**config.mk**
```make
export PLATFORM = sky130hd
export DESIGN_NAME = colour_state_stack_top
export DESIGN_NICKNAME = d
export VERILOG_FILES = /design/src/design/csstk_pkg.sv /design/src/design/colour_state_stack_top.sv /design/src/design/csstk_modulate.sv
export VERILOG_INCLUDE_DIRS = /design/src /design/src/design
export SDC_FILE = /design/constraint.sdc
export NUM_CORES = 2
export LEC_CHECK = 0
export BUFFER_PORTS_ARGS = -buffer_cell sky130_fd_sc_hd__buf_2
export CAP_MARGIN = 40
export CORE_MARGIN = 5
export CORE_UTILIZATION = 57
export DETAILED_ROUTE_END_ITERATION = 8
export GPL_ROUTABILITY_DRIVEN = 0
export HOLD_SLACK_MARGIN = 0.03
export PLACE_DENSITY = 0.76
export SYNTH_ARGS = -nofsm -noshare
export SYNTH_HDL_FRONTEND = slang
export SYNTH_SLANG_ARGS = --single-unit
```
**constraint.sdc**
```tcl
create_clock -name clock -period 5.65 [get_ports clock]
set_clock_uncertainty 0.2 [all_clocks]
set_input_delay 1.695 -clock clock [delete_from_list [all_inputs] [get_ports clock]]
set_output_delay 1.695 -clock clock [all_outputs]
set_load 0.05 [all_outputs]
```
**src/design/colour_state_stack_top_defines.svh**
```systemverilog
// Assertion macros for the colour state stack.
`ifndef COLOUR_STATE_STACK_TOP_DEFINES_SVH
`define COLOUR_STATE_STACK_TOP_DEFINES_SVH

`ifndef SYNTHESIS

`define CSSTK_ASSERT_ALWAYS(label, clk, rst, expr) \
   label: assert property (@(posedge clk) disable iff (rst) (expr)) \
      else $error("csstk: invariant violated");

`define CSSTK_ASSERT_IMPL(label, clk, rst, ante, cons) \
   label: assert property (@(posedge clk) disable iff (rst) (ante) |-> (cons)) \
      else $error("csstk: implication violated");

`define CSSTK_ASSERT_NEXT(label, clk, rst, ante, cons) \
   label: assert property (@(posedge clk) disable iff (rst) (ante) |=> (cons)) \
      else $error("csstk: next-cycle check violated");

`else

`define CSSTK_ASSERT_ALWAYS(label, clk, rst, expr)
`define CSSTK_ASSERT_IMPL(label, clk, rst, ante, cons)
`define CSSTK_ASSERT_NEXT(label, clk, rst, ante, cons)

`endif

`endif

```
**src/design/csstk_pkg.sv**
```systemverilog
`timescale 1ns / 1ps

package csstk_pkg;

   localparam int STACK_DEPTH  = 64;
   localparam int CHANNEL_BITS = 8;

   localparam int CHAN_W  = CHANNEL_BITS;
   localparam int PROD_W  = 2 * CHAN_W;
   localparam int LEVEL_W = $clog2(STACK_DEPTH + 1);
   localparam int ADDR_W  = (STACK_DEPTH > 1) ? $clog2(STACK_DEPTH) : 1;
   localparam int CMD_W   = 2;

   typedef logic [CHAN_W-1:0]  chan_type;
   typedef logic [CMD_W-1:0]   cmd_type;
   typedef logic [LEVEL_W-1:0] level_type;

   typedef struct packed {
      chan_type red;
      chan_type green;
      chan_type blue;
      chan_type alpha;
   } colour_type;

   localparam chan_type CHAN_MAX = '1;

   localparam cmd_type CMD_PUSH = 2'd0;
   localparam cmd_type CMD_POP  = 2'd1;
   localparam cmd_type CMD_MUL  = 2'd2;

endpackage

```
**src/design/colour_state_stack_top.sv**
```systemverilog
`timescale 1ns / 1ps
// channel | direction | handshake             | word
// req     | in        | req_valid / req_stall | cmd, four multiply factors
// rsp     | out       | rsp_valid / rsp_stall | current colour, depth, error flag
//
// Each item is accepted, then finished. The stack read (pop) and the
// channel products (multiply) are registered in the accept cycle.
// A new item is taken while a result waits; it finishes once rsp frees up.
// Reset: current colour opaque white, stack empty. Stack RAM is not cleared.
// req_stall is high from accept until the item finishes, including while it
// waits for rsp to free up.

module colour_state_stack_top (
   input  logic                        clock,
   input  logic                        reset,
   input  logic                        req_valid,
   output logic                        req_stall,
   input  csstk_pkg::cmd_type          req_cmd,
   input  csstk_pkg::chan_type         req_mul_red,
   input  csstk_pkg::chan_type         req_mul_green,
   input  csstk_pkg::chan_type         req_mul_blue,
   input  csstk_pkg::chan_type         req_mul_alpha,
   output logic                        rsp_valid,
   input  logic                        rsp_stall,
   output csstk_pkg::chan_type         rsp_out_red,
   output csstk_pkg::chan_type         rsp_out_green,
   output csstk_pkg::chan_type         rsp_out_blue,
   output csstk_pkg::chan_type         rsp_out_alpha,
   output csstk_pkg::level_type        rsp_depth_used,
   output logic                        rsp_stack_error
);
   import csstk_pkg::*;

`include "colour_state_stack_top_defines.svh"

   typedef enum logic [1:0] {
      S_IDLE = 2'b01,
      S_EXEC = 2'b10
   } state_type;

   localparam colour_type WHITE = '{red: CHAN_MAX, green: CHAN_MAX,
                                    blue: CHAN_MAX, alpha: CHAN_MAX};
   localparam level_type  FULL  = LEVEL_W'(STACK_DEPTH);

   state_type  state_ff, state_in;
   level_type  level_ff, level_in;
   colour_type colour_ff, colour_in;
   cmd_type    cmd_ff;
   colour_type rd_data_ff;
   colour_type mem [STACK_DEPTH];

   logic       rsp_valid_ff, rsp_valid_in;
   colour_type rsp_colour_ff;
   level_type  rsp_level_ff;
   logic       rsp_error_ff;

   logic       req_accept;
   logic       out_free;
   logic       finish;
   logic       err;
   logic       level_edge;
   level_type  level_dec;
   colour_type factor;
   colour_type mod_result;

   assign req_stall  = (state_ff != S_IDLE);
   assign req_accept = req_valid && !req_stall;
   assign out_free   = !rsp_valid_ff || !rsp_stall;
   assign finish     = (state_ff == S_EXEC) && out_free;
   assign level_dec  = level_ff - LEVEL_W'(1);
   assign level_edge = (level_ff == '0) || (level_ff == FULL);

   assign factor = '{red: req_mul_red, green: req_mul_green,
                     blue: req_mul_blue, alpha: req_mul_alpha};

   csstk_modulate u_modulate (
      .clock  (clock),
      .load   (req_accept),
      .colour (colour_ff),
      .factor (factor),
      .result (mod_result)
   );

   always_ff @(posedge clock) begin
      if (req_accept) begin
         if (req_cmd == CMD_PUSH && level_ff < FULL) begin
            mem[level_ff[ADDR_W-1:0]] <= colour_ff;
         end
         rd_data_ff <= mem[level_dec[ADDR_W-1:0]];
         cmd_ff     <= req_cmd;
      end
   end

   always_comb begin
      colour_in = colour_ff;
      level_in  = level_ff;
      err       = 1'b0;
      case (cmd_ff)
         CMD_PUSH: begin
            if (level_ff < FULL) begin
               level_in = level_ff + LEVEL_W'(1);
            end else begin
               err = 1'b1;
            end
         end
         CMD_POP: begin
            if (level_ff != '0) begin
               level_in  = level_dec;
               colour_in = rd_data_ff;
            end else begin
               err = 1'b1;
            end
         end
         CMD_MUL: begin
            colour_in = mod_result;
         end
         default: begin
         end
      endcase
   end

   always_comb begin
      state_in = state_ff;
      case (state_ff)
         S_IDLE: begin
            if (req_accept) begin
               state_in = S_EXEC;
            end
         end
         S_EXEC: begin
            if (out_free) begin
               state_in = S_IDLE;
            end
         end
         default: begin
            state_in = S_IDLE;
         end
      endcase
   end

   always_comb begin
      rsp_valid_in = rsp_valid_ff && rsp_stall;
      if (finish) begin
         rsp_valid_in = 1'b1;
      end
   end

   always_ff @(posedge clock) begin
      if (reset) begin
         state_ff     <= S_IDLE;
         level_ff     <= '0;
         colour_ff    <= WHITE;
         rsp_valid_ff <= 1'b0;
      end else begin
         state_ff     <= state_in;
         rsp_valid_ff <= rsp_valid_in;
         if (finish) begin
            level_ff  <= level_in;
            colour_ff <= colour_in;
         end
      end
   end

   always_ff @(posedge clock) begin
      if (finish) begin
         rsp_colour_ff <= colour_in;
         rsp_level_ff  <= level_in;
         rsp_error_ff  <= err;
      end
   end

   assign rsp_valid       = rsp_valid_ff;
   assign rsp_out_red     = rsp_colour_ff.red;
   assign rsp_out_green   = rsp_colour_ff.green;
   assign rsp_out_blue    = rsp_colour_ff.blue;
   assign rsp_out_alpha   = rsp_colour_ff.alpha;
   assign rsp_depth_used  = rsp_level_ff;
   assign rsp_stack_error = rsp_error_ff;

   `CSSTK_ASSERT_ALWAYS(a_level_range, clock, reset, level_ff <= FULL)
   `CSSTK_ASSERT_IMPL(a_accept_idle, clock, reset, req_accept, state_ff == S_IDLE)
   `CSSTK_ASSERT_NEXT(a_finish_rsp, clock, reset, finish, rsp_valid_ff && state_ff == S_IDLE)
   `CSSTK_ASSERT_IMPL(a_error_edge, clock, reset, rsp_valid_ff && rsp_error_ff, level_edge)

endmodule

```
**src/design/csstk_modulate.sv**
```systemverilog
`timescale 1ns / 1ps

module csstk_modulate (
   input  logic                  clock,
   input  logic                  load,
   input  csstk_pkg::colour_type colour,
   input  csstk_pkg::colour_type factor,
   output csstk_pkg::colour_type result
);
   import csstk_pkg::*;

   typedef logic [PROD_W-1:0] prod_type;

   // round(p / M) with M = 2^CHAN_W - 1, exact for p <= M*M
   function automatic chan_type round_div(prod_type p);
      logic [PROD_W:0] x;
      logic [PROD_W:0] s;
      x = {1'b0, p} + (PROD_W + 1)'(CHAN_MAX >> 1);
      s = x + (x >> CHAN_W) + (PROD_W + 1)'(1);
      return s[CHAN_W +: CHAN_W];
   endfunction

   chan_type col_ch [4];
   chan_type fac_ch [4];
   prod_type prod_ff [4];

   always_comb begin
      col_ch[0] = colour.red;
      col_ch[1] = colour.green;
      col_ch[2] = colour.blue;
      col_ch[3] = colour.alpha;
      fac_ch[0] = factor.red;
      fac_ch[1] = factor.green;
      fac_ch[2] = factor.blue;
      fac_ch[3] = factor.alpha;
   end

   always_ff @(posedge clock) begin
      if (load) begin
         for (int i = 0; i < 4; i++) begin
            prod_ff[i] <= PROD_W'(col_ch[i]) * PROD_W'(fac_ch[i]);
         end
      end
   end

   always_comb begin
      result.red   = round_div(prod_ff[0]);
      result.green = round_div(prod_ff[1]);
      result.blue  = round_div(prod_ff[2]);
      result.alpha = round_div(prod_ff[3]);
   end

endmodule
```
# After elaboration in Yosys (flattened, before gate mapping)
# Memories as Yosys holds them, arrays and structs flattened. A register that Yosys moved wholly into a read port is not among the register bits.
# Cells that the tools add are included.
[word_totals]
reg_bits = 84
mem_bits_rw = 2112
inputBits = 38
output_inout_bits = 42
word_cells = 71
n_memories = 2
[op_classes]
add_sub_neg = 14
n_mul = 4
magnitude_cmp = 1
eq_ne = 7
mux = 17
n_reduce_logical = 12
[mem_list]
columns = ["memory", "words", "word_bits", "rd", "rd_ports_with_merged_regs", "wr", "line_no", "source"]
rows = [
  ["mem", 64, 32, 1, 1, 1, "colour_state_stack_top.sv:50", "colour_type mem [STACK_DEPTH];"],
  ["u_modulate.prod_ff", 4, 16, 4, 0, 4, "csstk_modulate.sv:25", "prod_type prod_ff [4];"],
]
[op_table]
columns = ["operator", "n"]
rows = [
  ["16-bit by 7-bit adder with 17-bit output, second input constant", 4],
  ["16-bit by 1-bit adder with 16-bit output, second input constant", 4],
  ["16-bit by 9-bit adder with 16-bit output", 4],
  ["8-bit by 8-bit multiplier with 16-bit output", 4],
  ["32-bit one-hot mux with 2 select lines", 1],
  ["32-bit 2-to-1 mux", 1],
  ["7-bit 2-to-1 mux", 2],
  ["7-bit one-hot mux with 2 select lines", 1],
  ["1-bit 2-to-1 mux", 8],
  ["7-bit by 1-bit adder with 7-bit output, second input constant", 1],
  ["7-bit < comparator, second input constant", 1],
  ["7-bit nonzero test", 1],
  ["7-bit by 1-bit subtractor with 7-bit output, second input constant", 1],
  ["2-bit by 1-bit == test with 1-bit output, second input constant", 2],
  ["2-bit == test, second input constant", 2],
  ["1-bit logical AND", 4],
  ["2-bit logical NOT", 2],
  ["2-bit 2-to-1 mux", 2],
  ["2-bit != test, second input constant", 2],
  ["2-bit one-hot mux with 2 select lines", 1],
  ["1-bit logical NOT", 3],
  ["2-bit by 1-bit != test with 1-bit output, second input constant", 1],
  ["1-bit one-hot mux with 2 select lines", 1],
  ["2-bit AND reduction", 1],
  ["1-bit logical OR", 1],
]

# Longest topological paths before layout
[depth]
ltp_word = 5
mapped_depth = 19
depth_no_buf = 18

# Modules after synthesis
# From an unflattened synthesis, not the netlist that was laid out.
[unflattened]
hier_cells = 5319
area_unflattened_um2 = 96012.1
[modules_own_cells]
columns = ["module", "n_inst", "cells_per_inst", "area_each_um2", "seq_area_each_um2"]
rows = [
  ["colour_state_stack_top", 1, 3902, 83077.2, 64561.9],
  ["csstk_modulate", 1, 1417, 12934.9, 1921.8],
]

# Least setup slack after synthesis
# OpenSTA, ideal clock, no wires.
[synth_path]
path_type = "input to register"
from = "input port req_mul_alpha[2]"
to = "memory u_modulate.prod_ff[3][14] (netlist name) (data pin)"
setup_time_ns = 0.257
arrival_time_ns = 5.382
required_time_ns = 5.193
path_slack_ns = -0.189
stages = 14
path_buffers = 0
cell_sequence = "and2_1 > fa_1 > fa_1 > fa_1 > inv_1 > fa_1 > inv_1 > ha_1 > or2_2 > o311a_1 > o21a_1 > o21a_1 > o41a_1 > xor2_1"
[synth_lines]
columns = ["element", "line_no", "source"]
rows = [
  ["start, declared", "colour_state_stack_top.sv:22", "input csstk_pkg::chan_type req_mul_alpha,"],
  ["end, declared", "csstk_modulate.sv:25", ""],
]

==> impl_summary.txt <==
----------------------------------------------------
[STA]
  Post-route fraction of the period consumed by the critical path ... between 90% and 100%
  Achievable clock frequency ... ~0.19 GHz
  Final Hold Slack ... 0.292 ns
  Slew margin rel. ... 36.6%
  Summed negative setup slack over all endpoints ... 0 ns
  Unrepaired setup endpoints after global routing ... no
  Slew @ Worst Pin ... approximately 0.95 ns
  # setup viols final ... 0
  Final critical-path setup slack ... 0.352 ns
  Final hold violations ... 0
  Min cycle time layout ... 5.30 ns
  Max Transition Viols Final ... 0

[Critical path]
  Startpoint Class ... input pin
  Peak fanout along the critical path ... 8
  Crit Reg-Reg Startpoint ... colour_ff[2]$_SDFFE_PP1P_
  WS Path Type ... in -> reg
  Required time at the worst-slack endpoint ... 6.01 ns
  Critical path capture point type ... flip-flop
  Worst flop-to-flop path endpoint ... u_modulate.prod_ff[3][15]$_DFFE_PP_
  Cells on worst reg2reg path ... 19
  R2r setup slk ... 0.60 ns
  Arrival time of data at the critical path endpoint ... 5.66 ns

[Placed design]
  Half-perimeter wire length of the detailed placement result ... 133000 µm
  Placement-stage worst setup slack ... -0.471 ns
  Port Buffers ... between 70 and 80

[Yosys]
  Flip-flop and latch count after synthesis ... roughly 2200
  Warnings from Yosys ... 0
  Yosys top cell area share ... roughly 69%
  Mean instance size in the synthesized netlist ... between 15 and 20 µm²
  Net Count, Synth ... 5274
  Number of distinct library cells after synthesis ... 89
  Synthesized instance count ... 4915
  EDFF count, synth ... 2186
  Yosys top cell by area ... sky130_fd_sc_hd__edfxtp_1
  Cell types with the highest counts after synthesis ... sky130_fd_sc_hd__edfxtp_1 (2186), sky130_fd_sc_hd__mux4_2 (640), sky130_fd_sc_hd__inv_1 (252), sky130_fd_sc_hd__and2_1 (238), sky130_fd_sc_hd__nand2_1 (211)
  Most used DFF post-synth ... sky130_fd_sc_hd__edfxtp_1
  Top area cells in the synthesized netlist ... sky130_fd_sc_hd__edfxtp_1 (69%), sky130_fd_sc_hd__mux4_2 (15%), sky130_fd_sc_hd__fa_1 (3.0%), sky130_fd_sc_hd__ha_1 (2.3%), sky130_fd_sc_hd__and2_1 (1.6%)
  Sequential area share after synthesis ... a little over two thirds
  Most frequently used cell type in the post-synthesis netlist ... sky130_fd_sc_hd__edfxtp_1
  Async SR Flop Fraction ... 0%
  Area of the mapped netlist ... roughly 95000 µm²

[Outcome]
  Outcome ... finished, final reports clean

[Clock network]
  # clock sinks ... 2228
  CTS buffer count ... between 200 and 250
  CTS resizes ... 0
  Deepest level of the CTS H-tree ... 4
  Root buffer selected by CTS ... sky130_fd_sc_hd__clkbuf_16
  Post-CTS Repair Setup Buffers ... 0
  Maximum number of buffers from clock root to sink ... 3
  Cts-stage hold buffer count ... 0
  Clock-pin slew of the registers on the worst-case setup and hold paths ... 0.06 ns
  Clock tree from TritonCTS ... yes
  Clock latency on the worst-skew pair ... 0.87 ns

[Global route]
  Maximum number of pins on one net before global-route repair ... 99
  Gr usage total ... between 20 and 30%
  Global-route wire length before repair ... 354000 µm
  Initial antenna violation count ... 11
  Global-route congestion overflow total ... 0
  Number of global-route vias before repair ... 51500

[Layout]
  Ratio of cells with drive above 1 in the final layout ... between 20% and 30%
  Synthesis-to-layout area growth ... 12.7%
  Final #Nets ... 5570

[Die]
  Area inside the core boundary ... 167000 µm²
  Initial standard-cell utilization of the core ... 57.2%
  Boundary Pins ... 80
  Die X ... around 420 µm
  Number of standard-cell rows in the floorplan ... 150
  Die Ht ... approximately 420 µm
  Die Footprint ... around 180000 µm²

[Min path]
  Capture endpoint of the worst hold path ... rsp_valid$_SDFF_PP0_
  Number of stages on the worst hold path ... 2
  Start point of the worst hold path ... state_ff[1]$_SDFFE_PP0P_
  Type of the worst min-delay path ... reg -> reg

[Power]
  LEAKAGE ... 34.1 nW
  Overall power ... between 0.03 and 0.04 W
  Largest vdd supply drop ... 0.275 mV
  Power per Cell Area ... between 300 and 400 nW/µm²

[Drt]
  Number of DRC violations after detailed-routing iteration 0 ... 7319
  Via density ... 6.58
  Average routed wire per standard cell ... 31.7 µm
  Wire length reported by the detailed router ... approximately 240000 µm
  Detailed-routing iteration count for the pre-antenna-repair pass ... 5
  Detail Route Antenna Nets ... 0
  Via Count ... between 40000 and 50000
  DRC violations left ... 0

[Flow run]
  Number of max-capacitance violations reported ... 0

----------------------------------------------------
-- worst max-delay path, cell delays in order --
cell	delay, ns
sky130_fd_sc_hd__buf_2	0.15
sky130_fd_sc_hd__and2_1	0.19
sky130_fd_sc_hd__fa_1	0.43
sky130_fd_sc_hd__fa_1	0.45
sky130_fd_sc_hd__ha_1	0.28
sky130_fd_sc_hd__inv_1	0.04
sky130_fd_sc_hd__fa_1	0.47
sky130_fd_sc_hd__inv_1	0.04
sky130_fd_sc_hd__ha_1	0.30
sky130_fd_sc_hd__a21oi_2	0.16
sky130_fd_sc_hd__nand2b_1	0.13
sky130_fd_sc_hd__a21boi_1	0.08
sky130_fd_sc_hd__o311a_1	0.35
sky130_fd_sc_hd__o21a_1	0.21
sky130_fd_sc_hd__o21a_1	0.19
sky130_fd_sc_hd__o41a_1	0.33
sky130_fd_sc_hd__xor2_1	0.15
-- stage by stage --
step / utilization (%) / cells / cell area [µm²]
6_report: 64.4 / 7594 / 108000
5_1_grt: 64.4 / 7591 / 108000
4_1_cts: 64.4 / 7591 / 108000
3_5_place_dp: 60.3 / 7206 / 101000
3_3_place_gp: 60.3 / 7203 / 101000
2_1_floorplan: - / 4915 / 95500
-- kinds of logic after synthesis --
logic type      after synthesis  share of synthesized area, %
buf+inv                     479                          1.94
fa+ha+maj                   324                          5.37
compound gates              346                          2.56
simple gates                775                          4.17
mux                         648                          15.2
xor+xnor                    115                          1.08
flops                      2228                          69.7
-- final cells by class --
| type | instances | area (µm²) |
|---|---|---|
| inverter | 252 | 948 |
| timing repair buffer | 314 | 2720 |
| sequential | 2228 | 66500 |
| multi-input combinational | 2208 | 27700 |
| fill | 10500 | 59300 |
| antenna | 3 | 7.51 |
| clock inverter | 121 | 1390 |
| tap | 2204 | 2760 |
| clock buffer | 264 | 5450 |
-- registers in the layout (all words and copies together) (netlist names) --
name / cells
rd_data_ff: 32
state_ff: 2
rsp_out_red: 8
rsp_stack_error: 1
rsp_out_blue: 8
rsp_out_alpha: 8
mem: 2048
rsp_depth_used: 7
rsp_valid: 1
rsp_out_green: 8
u_modulate.prod_ff: 64
cmd_ff: 2
colour_ff: 32
level_ff: 7
-- placed cells by master (no fill, tap or decap), types with 54 or more instances in the layout --
cell                        synthesis  final
sky130_fd_sc_hd__ha_1             177    169
sky130_fd_sc_hd__nor2_4             0     63
sky130_fd_sc_hd__mux4_2           640    640
sky130_fd_sc_hd__nand2_1          211    211
sky130_fd_sc_hd__and2_1           238    238
sky130_fd_sc_hd__inv_1            252    250
sky130_fd_sc_hd__fa_1             144    143
sky130_fd_sc_hd__o21ai_0           57     54
sky130_fd_sc_hd__edfxtp_1        2186   2186
sky130_fd_sc_hd__a31oi_1           57     57
sky130_fd_sc_hd__buf_2             39     79
sky130_fd_sc_hd__clkbuf_16          0    209
sky130_fd_sc_hd__clkbuf_1         139     54
sky130_fd_sc_hd__xnor2_1           74     70
sky130_fd_sc_hd__buf_4              1    190
sky130_fd_sc_hd__nor2_1           142     79
-- routing by layer --
layer / vias to the layer above / track usage, % / wire (µm)
li1: 20200 / - / -
met1: 26000 / 37.4 / 85300
met2: 3288 / 46.2 / 120000
met3: 530 / 5.73 / 26100
met4: 6 / 10.2 / 9710
met5: - / 0 / 36
-- how the worst max path moves through the flow --
stage,start,endpoint,cells after the start
after global routing,req_mul_red[2],u_modulate.prod_ff[0][15]$_DFFE_PP_,19
after CTS,req_mul_alpha[2],u_modulate.prod_ff[3][14]$_DFFE_PP_,16
after detailed placement,req_mul_alpha[2],u_modulate.prod_ff[3][14]$_DFFE_PP_,16
after global placement,req_mul_alpha[4],u_modulate.prod_ff[3][14]$_DFFE_PP_,16
after floorplan,req_mul_alpha[4],u_modulate.prod_ff[3][14]$_DFFE_PP_,15
final,req_mul_alpha[2],u_modulate.prod_ff[3][14]$_DFFE_PP_,17
-- where the power goes --
group	internal (W)	switching [W]	total, W
registers	0.0185	0.000288	0.0188
logic	0.00307	0.00358	0.00664
clock network	0.00799	0.00611	0.0141
Power figures use the tool's default switching activity.
